`src/rtl/path_segment_geometry_top_defines.svh`:
```
// assertion macros for the path segment geometry block
`ifndef PATH_SEGMENT_GEOMETRY_TOP_DEFINES_SVH
`define PATH_SEGMENT_GEOMETRY_TOP_DEFINES_SVH

// a condition implies another in the same cycle
`define PSG_ASSERT_IMP(lbl, ante, cons) \
  lbl: assert property (@(posedge clk) disable iff (!rst_n) (ante) |-> (cons)) \
    else $error("check failed");

// a condition implies another in the next cycle
`define PSG_ASSERT_NEXT(lbl, ante, cons) \
  lbl: assert property (@(posedge clk) disable iff (!rst_n) (ante) |=> (cons)) \
    else $error("check failed");

`endif

```
`src/rtl/psg_pkg.sv`:
```
// ----------------------------------------------------------------------------
// psg_pkg
// types and constants shared by the path segment geometry block
// ----------------------------------------------------------------------------
`default_nettype none
package psg_pkg;

  localparam int MaxPoints = 4096;
  localparam int CntW      = $clog2(MaxPoints) + 1;
  localparam int LenW      = 17;
  localparam int SumW      = LenW + CntW - 1;
  localparam int QW        = 31;

  // divider operand select
  localparam logic [1:0] SelX   = 2'd0;
  localparam logic [1:0] SelY   = 2'd1;
  localparam logic [1:0] SelZ   = 2'd2;
  localparam logic [1:0] SelAvg = 2'd3;

  typedef struct packed {
    logic signed [15:0] x_coord;
    logic signed [15:0] y_coord;
    logic signed [15:0] z_coord;
    logic               path_end;
  } in_item_t;

  typedef struct packed {
    logic signed [15:0] dir_x;
    logic signed [15:0] dir_y;
    logic signed [15:0] dir_z;
    logic [16:0]        seg_len;
    logic [16:0]        avg_step;
    logic signed [15:0] min_x;
    logic signed [15:0] min_y;
    logic signed [15:0] min_z;
    logic signed [15:0] max_x;
    logic signed [15:0] max_y;
    logic signed [15:0] max_z;
    logic               end_of_path;
  } out_item_t;

  // controller to datapath
  typedef struct packed {
    logic       load;     // capture item, update state / differences
    logic       sqrt_init;
    logic       sqrt_step;
    logic       div_init;
    logic [1:0] div_sel;  // direction axis or average
    logic       div_step;
    logic       div_store;
    logic       close;    // path end bookkeeping
  } psg_cmd_t;

  // datapath to controller
  typedef struct packed {
    logic seg;
    logic is_end;
  } psg_sts_t;

endpackage
`default_nettype wire

```
`src/rtl/psg_ctrl.sv`:
```
// ----------------------------------------------------------------------------
// psg_ctrl
// sequencer: load, square root iterations, up to four divisions, result handoff
// ----------------------------------------------------------------------------
`default_nettype none
`include "path_segment_geometry_top_defines.svh"
module psg_ctrl (
  input  wire logic              clk,
  input  wire logic              rst_n,
  input  wire logic              in_valid,
  output logic                   in_stall,
  output logic                   out_valid,
  input  wire logic              out_stall,
  output psg_pkg::psg_cmd_t      cmd,
  input  wire psg_pkg::psg_sts_t sts
);

  localparam logic [2:0] S_IDLE = 3'd0;
  localparam logic [2:0] S_CHK  = 3'd1;
  localparam logic [2:0] S_SQRT = 3'd2;
  localparam logic [2:0] S_DIV  = 3'd3;
  localparam logic [2:0] S_OUT  = 3'd4;

  logic [2:0] state_r, state_nxt;
  logic [5:0] cnt_r, cnt_nxt;
  logic [1:0] sel_r, sel_nxt;

  assign in_stall  = (state_r != S_IDLE);
  assign out_valid = (state_r == S_OUT);

  always_comb begin
    state_nxt = state_r;
    cnt_nxt   = cnt_r;
    sel_nxt   = sel_r;
    cmd       = '0;
    cmd.div_sel = sel_r;
    unique case (state_r)
      S_IDLE: begin
        if (in_valid) begin
          cmd.load  = 1'b1;
          state_nxt = S_CHK;
        end
      end
      S_CHK: begin
        if (sts.seg) begin
          cmd.sqrt_init = 1'b1;
          cnt_nxt   = 6'd18;
          state_nxt = S_SQRT;
        end else if (sts.is_end) begin
          sel_nxt     = psg_pkg::SelAvg;
          cmd.div_sel = psg_pkg::SelAvg;
          cmd.div_init = 1'b1;
          cnt_nxt     = 6'(psg_pkg::QW);
          state_nxt   = S_DIV;
        end else begin
          state_nxt = S_IDLE;
        end
      end
      S_SQRT: begin
        cmd.sqrt_step = 1'b1;
        cnt_nxt = cnt_r - 6'd1;
        if (cnt_r == 6'd1) begin
          sel_nxt   = psg_pkg::SelX;
          state_nxt = S_DIV;
          cnt_nxt   = 6'd0;
        end
      end
      S_DIV: begin
        if (cnt_r == 6'd0) begin
          // first cycle of a division after sqrt or previous division
          cmd.div_init = 1'b1;
          cnt_nxt = 6'(psg_pkg::QW);
        end else begin
          cmd.div_step = 1'b1;
          cnt_nxt = cnt_r - 6'd1;
          if (cnt_r == 6'd1) begin
            cmd.div_store = 1'b1;
            if (sel_r == psg_pkg::SelAvg || (sel_r == psg_pkg::SelZ && !sts.is_end)) begin
              state_nxt = S_OUT;
            end else begin
              sel_nxt = sel_r + 2'd1;
            end
          end
        end
      end
      S_OUT: begin
        if (!out_stall) begin
          cmd.close = 1'b1;
          state_nxt = S_IDLE;
        end
      end
      default: state_nxt = S_IDLE;
    endcase
  end

  always_ff @(posedge clk) begin
    if (!rst_n) begin
      state_r <= S_IDLE;
      cnt_r   <= '0;
      sel_r   <= '0;
    end else begin
      state_r <= state_nxt;
      cnt_r   <= cnt_nxt;
      sel_r   <= sel_nxt;
    end
  end

  `PSG_ASSERT_IMP(a_no_accept_busy, cmd.load, state_r == S_IDLE)
  `PSG_ASSERT_NEXT(a_out_holds, out_valid && out_stall, out_valid)
  `PSG_ASSERT_NEXT(a_load_chk, cmd.load, state_r == S_CHK)

endmodule
`default_nettype wire

```
`src/rtl/psg_dp.sv`:
```
// ----------------------------------------------------------------------------
// psg_dp
// path state, squared distance, shared bit-serial root and restoring divider
// ----------------------------------------------------------------------------
`default_nettype none
module psg_dp (
  input  wire logic              clk,
  input  wire logic              rst_n,
  input  wire psg_pkg::in_item_t in_data,
  input  wire psg_pkg::psg_cmd_t cmd,
  output psg_pkg::psg_sts_t      sts,
  output psg_pkg::out_item_t     out_data
);

  localparam int CW = psg_pkg::CntW;
  localparam int SW = psg_pkg::SumW;
  localparam int QW = psg_pkg::QW;

  logic               have_prev_r;
  logic signed [15:0] prev_r [3];
  logic signed [15:0] bmin_r [3];
  logic signed [15:0] bmax_r [3];
  logic [SW-1:0]      sum_r;
  logic [CW-1:0]      count_r;
  logic signed [16:0] d_r [3];
  logic               seg_r, end_r;

  // square root
  logic [35:0] rem_r;
  logic [35:0] root_r;
  logic [35:0] bit_r;
  // divider
  logic [QW-1:0] quo_r;
  logic [QW+17:0] drem_r;
  logic [SW-1:0]  den_r;
  logic [QW-1:0] divq_nxt;
  logic [QW+17:0] drem_nxt;

  psg_pkg::out_item_t res_r;

  logic        diff;
  logic [35:0] sq_nxt;
  logic [16:0] mag [3];

  assign sts.seg    = seg_r;
  assign sts.is_end = end_r;
  assign out_data   = res_r;

  always_comb begin
    logic signed [15:0] p [3];
    p[0] = in_data.x_coord;
    p[1] = in_data.y_coord;
    p[2] = in_data.z_coord;
    diff = (p[0] != prev_r[0]) || (p[1] != prev_r[1]) || (p[2] != prev_r[2]);
    sq_nxt = '0;
    for (int i = 0; i < 3; i++) begin
      mag[i] = d_r[i][16] ? 17'(-d_r[i]) : 17'(d_r[i]);
      sq_nxt = sq_nxt + 36'(34'(mag[i]) * 34'(mag[i]));
    end
  end

  // one restoring division step
  always_comb begin
    logic [QW+17:0] t;
    t = {drem_r[QW+16:0], 1'b0};
    if (t[QW+17:QW] >= {1'b0, 17'(den_r)} ) begin
      drem_nxt = {t[QW+17:QW] - {1'b0, 17'(den_r)}, t[QW-1:0]};
      divq_nxt = {quo_r[QW-2:0], 1'b1};
    end else begin
      drem_nxt = t;
      divq_nxt = {quo_r[QW-2:0], 1'b0};
    end
  end

  always_ff @(posedge clk) begin
    if (!rst_n) begin
      have_prev_r <= 1'b0;
      sum_r   <= '0;
      count_r <= '0;
      seg_r   <= 1'b0;
      end_r   <= 1'b0;
      for (int i = 0; i < 3; i++) begin
        prev_r[i] <= '0;
        bmin_r[i] <= '0;
        bmax_r[i] <= '0;
      end
    end else begin
      if (cmd.load) begin
        end_r <= in_data.path_end;
        seg_r <= 1'b0;
        if (!have_prev_r) begin
          have_prev_r <= 1'b1;
          sum_r   <= '0;
          count_r <= '0;
          prev_r[0] <= in_data.x_coord; bmin_r[0] <= in_data.x_coord;
          bmax_r[0] <= in_data.x_coord;
          prev_r[1] <= in_data.y_coord; bmin_r[1] <= in_data.y_coord;
          bmax_r[1] <= in_data.y_coord;
          prev_r[2] <= in_data.z_coord; bmin_r[2] <= in_data.z_coord;
          bmax_r[2] <= in_data.z_coord;
        end else if (diff && ({1'b0, count_r} + (CW+1)'(1) <
                              (CW+1)'(psg_pkg::MaxPoints))) begin
          logic signed [15:0] p [3];
          p[0] = in_data.x_coord;
          p[1] = in_data.y_coord;
          p[2] = in_data.z_coord;
          seg_r   <= 1'b1;
          count_r <= count_r + 1'b1;
          for (int i = 0; i < 3; i++) begin
            d_r[i] <= 17'(p[i]) - 17'(prev_r[i]);
            prev_r[i] <= p[i];
            if (p[i] < bmin_r[i]) bmin_r[i] <= p[i];
            if (p[i] > bmax_r[i]) bmax_r[i] <= p[i];
          end
        end
      end
      if (cmd.div_store && cmd.div_sel == psg_pkg::SelZ) begin
        sum_r <= sum_r + SW'(root_r[16:0]);
      end
      if (cmd.close && end_r) begin
        have_prev_r <= 1'b0;
        sum_r   <= '0;
        count_r <= '0;
      end
    end
  end

  // payload and arithmetic units
  always_ff @(posedge clk) begin
    if (cmd.sqrt_init) begin
      rem_r  <= sq_nxt;
      root_r <= '0;
      bit_r  <= 36'h1 << 34;
    end
    if (cmd.sqrt_step) begin
      if (rem_r >= root_r + bit_r) begin
        rem_r  <= rem_r - (root_r + bit_r);
        root_r <= (root_r >> 1) + bit_r;
      end else begin
        root_r <= root_r >> 1;
      end
      bit_r <= bit_r >> 2;
    end
    if (cmd.load) begin
      res_r <= '0;
      root_r <= '0;
    end
    if (cmd.div_init) begin
      quo_r <= '0;
      if (cmd.div_sel == psg_pkg::SelAvg) begin
        den_r  <= SW'(count_r);
        drem_r <= (QW+18)'(sum_r);
      end else begin
        den_r  <= SW'(root_r[16:0]);
        drem_r <= (QW+18)'({mag[cmd.div_sel], 14'd0});
      end
    end
    if (cmd.div_step) begin
      quo_r  <= divq_nxt;
      drem_r <= drem_nxt;
    end
    if (cmd.div_store) begin
      logic [QW-1:0] q;
      logic [15:0] qc;
      q  = divq_nxt;
      qc = (q > QW'(16384)) ? 16'd16384 : q[15:0];
      if (cmd.div_sel == psg_pkg::SelAvg) begin
        res_r.avg_step <= (count_r == '0) ? 17'd0 : q[16:0];
        res_r.min_x <= bmin_r[0]; res_r.min_y <= bmin_r[1];
        res_r.min_z <= bmin_r[2];
        res_r.max_x <= bmax_r[0]; res_r.max_y <= bmax_r[1];
        res_r.max_z <= bmax_r[2];
        res_r.end_of_path <= 1'b1;
      end else begin
        res_r.seg_len <= root_r[16:0];
        if (d_r[cmd.div_sel][16]) qc = 16'(-qc);
        unique case (cmd.div_sel)
          psg_pkg::SelX: res_r.dir_x <= qc;
          psg_pkg::SelY: res_r.dir_y <= qc;
          default: res_r.dir_z <= qc;
        endcase
      end
    end
  end

endmodule
`default_nettype wire

```
`src/rtl/path_segment_geometry_top.sv`:
```
// ----------------------------------------------------------------------------
// path_segment_geometry_top
// per-point segment length, unit direction and path summary
// ----------------------------------------------------------------------------
// channel | direction | payload
// in_     | input     | in_item_t point and path_end flag
// out_    | output    | out_item_t direction, length, summary
// one item at a time: a dropped point goes from load to a check and back to idle;
// a lone end point runs the average division; a segment takes load, check, root
// steps, three divisions and output, and the average on path end; one shared divider
// synchronous active-low reset clears path state; in_stall is high while busy
// a stalled result holds in the output register until taken
`default_nettype none
module path_segment_geometry_top (
  input  wire logic               clk,
  input  wire logic               rst_n,
  input  wire logic               in_valid,
  output logic                    in_stall,
  input  wire psg_pkg::in_item_t  in_data,
  output logic                    out_valid,
  input  wire logic               out_stall,
  output psg_pkg::out_item_t      out_data
);

  psg_pkg::psg_cmd_t cmd;
  psg_pkg::psg_sts_t sts;

  psg_ctrl u_ctrl (
    .clk, .rst_n, .in_valid, .in_stall, .out_valid, .out_stall, .cmd, .sts
  );

  psg_dp u_dp (
    .clk, .rst_n, .in_data, .cmd, .sts, .out_data
  );

endmodule
`default_nettype wire

```
`config.mk`:
```
export PLATFORM = sky130hd
export DESIGN_NAME = path_segment_geometry_top
export DESIGN_NICKNAME = d
export VERILOG_FILES = /design/src/rtl/psg_pkg.sv /design/src/rtl/psg_ctrl.sv /design/src/rtl/psg_dp.sv /design/src/rtl/path_segment_geometry_top.sv
export VERILOG_INCLUDE_DIRS = /design/src /design/src/rtl
export SDC_FILE = /design/constraint.sdc
export NUM_CORES = 2
export LEC_CHECK = 0
export BUFFER_PORTS_ARGS = -buffer_cell sky130_fd_sc_hd__buf_2
export CORE_UTILIZATION = 58
export DETAILED_ROUTE_END_ITERATION = 10
export PLACE_DENSITY = 0.83
export SLEW_MARGIN = 20
export SYNTH_ARGS = -nofsm -noshare
export SYNTH_HDL_FRONTEND = slang
export SYNTH_SLANG_ARGS = --single-unit
```
`constraint.sdc`:
```
create_clock -name clk -period 12.51 [get_ports clk]
set_clock_uncertainty 0.15 [all_clocks]
set_input_delay 1.251 -clock clk [delete_from_list [all_inputs] [get_ports clk]]
set_output_delay 1.251 -clock clk [all_outputs]
set_load 0.005 [all_outputs]
```
==> results.yml <==
cts:
  cts.sinks: 615
  htreeDepth: 3
  clk_path_buf_depth: 3
  cts_root_buf: "clkbuf_16"
  cts_made_buffers: 66
  path_clk_slew_ns: 0.07
  cts_tree: "done"
  clk_latency_ns: 0.65
sta:
  fin_ws_ns: 0.1856
  hold_viol: 0
  holdWs_ns: 0.3044
  max_freq_ghz: 0.08114
  finalSetupViolCount: 0
  fin_crit_sh_pct: 98.52
  final-max-slew-violation-count: 0
  slew_headroom_pct: 15.95
  tightest_slew_ns: 1.261
  period_needed_ns: 12.32
  rsz0062_at_grt: "true"
min_path:
  min_to: "u_dp.out_data[73]"
  min_from: "u_dp.out_data[73]"
  hold_path.class: "reg2reg"
  worstHoldPathCells: 2
setup_path:
  rrSetupSlack_ns: 0.19
  cp-start-kind: "flip-flop"
  cpMostUsedCell: "fa_1"
  cp-end-kind: "flip-flop"
  worstPathMaxFanout: 10
  regToRegStartpoint: "u_dp.d_r[1][6]"
  arrival_ns: 12.71
  cp_slowest_stage_delay_ns: 0.57
  reg2reg_depth: 43
  crit_required_ns: 12.89
  path_class: "reg2reg"
  cp_slowest_cell: "fa_1"
  rr_endpoint: "u_dp.rem_r[27]"
grt:
  grt_max_degree: 100
  grt_pass1_vias: 49140
  globalRouteTotalUtil_pct: 32.45
  antenna_found_initial: 8
  grt.overflow.total: 0
  grt_pass1_wl_um: 264000
finish:
  nFillCells: 7891
  drive_gt1_share_pct: 10.49
  final_design_area_no_fill_sq_um: 66630
  syn2layout_area_growth_pct: 11.30
  nets: 8225
placed_design:
  gp_congestion: 1.027
  io_buffers: 233
  hpwl_um: 132500
  place_area_sq_um: 63630
  preCtsSetupSlack_ns: -0.2354
yosys:
  syn-mean-instance-area_sq_um: 9.051
  synthArstFlopShare_pct: 0
  ys_ff_latch: 615
  synth_flop_cell: "dfxtp_1"
  synth_edf_count: 307
  synth_cell_types: 86
  syn_area_sq_um: 59860
  syn_inst: 6614
  seq_area_frac_synth_pct: 25.70
  yosysWarnings: 0
floorplan:
  die_area_sq_um: 104500
  io_pins: 234
  die_h_um: 323.3
  rows: 117
  die_w_um: 323.3
  start_util_pct: 58.67
  core_area_sq_um: 102000
run:
  drv_cap: 0
route:
  routed-via-count: 48940
  drt-initial-drc-count: 4873
  dr.pass1.iters: 9
  ant_nets: 0
  drt-wirelength-per-cell_um: 20.12
  wirelength_um: 168200
  drc_errors: 0
  avgViaCountPerCell: 5.855
outcome:
  status: "completed"
how the worst max path moves through the flow:
| stage | endpoint | start | cells after the start | slack (ns) |
|---|---|---|---|---|
| 2_1_floorplan | u_dp.rem_r[33] | u_dp.d_r[0][0] | 48 | 0.07 |
| 3_3_place_gp | u_dp.rem_r[35] | u_dp.d_r[1][3] | 42 | -0.02 |
| 3_5_place_dp | u_dp.rem_r[27] | u_dp.d_r[1][3] | 42 | -0.24 |
| 4_1_cts | u_dp.rem_r[34] | u_dp.d_r[1][3] | 42 | 0.004 |
| 5_1_grt | u_dp.rem_r[35] | u_dp.d_r[0][5] | 47 | -0.26 |
| 6_report | u_dp.rem_r[27] | u_dp.d_r[1][6] | 43 | 0.19 |
critical path, delay by kind of cell (launching register included):
family | cells | cell delay [ns]
multiplexers | 1 | 0.29
AO/OA/AOI/OAI | 12 | 2.02
buffers and inverters | 9 | 0.81
flip-flops | 1 | 0.39
AND/OR/NAND/NOR | 3 | 1.03
XOR/XNOR | 3 | 0.50
adder cells (fa/ha/maj) | 15 | 7.04
per-stage QoR:
step           cells  TNS (ns)  utilization (%)
2_1_floorplan   6647         0                -
3_3_place_gp    8218  -0.07126            62.36
3_5_place_dp    8218    -1.300            62.36
4_1_cts         8344         0            64.75
5_1_grt         8356    -1.725            65.29
6_report        8359         0            65.30
sequential cells by signal, summed over array words and instances, names as in the netlist, 36 cells and up:
signal and cells:
u_dp.rem_r 36, u_dp.bmin_r 48, u_dp.out_data 179, u_dp.d_r 51, u_dp.root_r 36, u_dp.bmax_r 48
u_dp.drem_r 48, u_dp.prev_r 48
synth_stat cells, types with 25 or more instances:
master	count	area, sq um
a22o_1	35	306.5
ha_1	561	7019
mux2i_1	29	290.3
nor4_1	25	156.4
o31ai_1	26	195.2
nand3_1	134	670.6
nor3_1	64	320.3
edfxtp_1	307	9219
and3_1	115	719.4
dfxtp_1	308	6166
fa_1	677	13550
o21a_1	31	232.7
o21ai_0	377	1887
xnor2_1	166	1454
a21oi_1	255	1276
o211ai_1	28	210.2
clkbuf_1	199	747.0
nor2b_1	138	863.3
nor2_1	479	1798
a21o_1	94	705.7
a211oi_1	44	330.3
nand4_1	44	275.3
inv_1	1180	4429
nand2b_1	34	212.7
a31oi_1	46	287.8
and2_1	48	300.3
or3_1	31	193.9
nand2_1	731	2744
xor2_1	106	928.4
cell type report:
class	count	area (sq um)	area share, %
multi-input cells	4608	39910	59.90
flip-flops and latches	615	15380	23.09
inverters	1202	4512	6.772
repair buffers	441	2775	4.165
clock buffers	100	2052	3.080
well taps	1368	1712	2.569
clock inverters	22	272.8	0.4094
diodes	3	7.507	0.01127
placed cells by master, fill, tap and decap left out, drive strengths merged, types with 31 or more instances in the layout:
master / count
or3: 31
nor2b: 138
buf: 441
nand2: 731
o21ai: 384
nand2b: 34
a211oi: 44
a31oi: 46
ha: 561
conb: 35
clkbuf: 100
edfxtp: 307
nor3: 65
and2: 49
xnor2: 166
nor2: 479
a21o: 94
nand3: 134
nand4: 44
a21oi: 255
xor2: 108
dfxtp: 308
o21a: 31
and3: 115
fa: 677
a22o: 35
inv: 1199
per-layer routing:
metal  global-route usage, %  vias to the layer above  share of wire (%)
met2                   51.38                     2560                 46
met5                       0                        -              0.024
met1                   42.19                    23680                 38
met4                   16.15                        8                5.5
met3                   6.875                      512                 11
li1                        -                    22180                  -
repair_timing:
item | CTS | global route
resized for setup | 18 | 109
buffers inserted | 4 | 12
pin swaps | 7 | 76
endpoints found under the setup margin | 11 | 23
hold buffers | 0 | 0
cell families (layout without fill, tap and decap cells):
kind of cell    count (synthesis)  after routing  synth area share (%)
other cells                     2             38               0.01255
compound gates               1101           1101                 11.38
flops                         615            615                 25.70
mux                            44             44                0.7671
xor+xnor                      274            274                 4.034
fa+ha+maj                    1238           1238                 34.37
buf+inv                      1424           1765                 8.946
simple gates                 1916           1916                 14.80
Power is not shown: default switching activity piles up to over one toggle a cycle in this logic, so the estimate is an artifact.
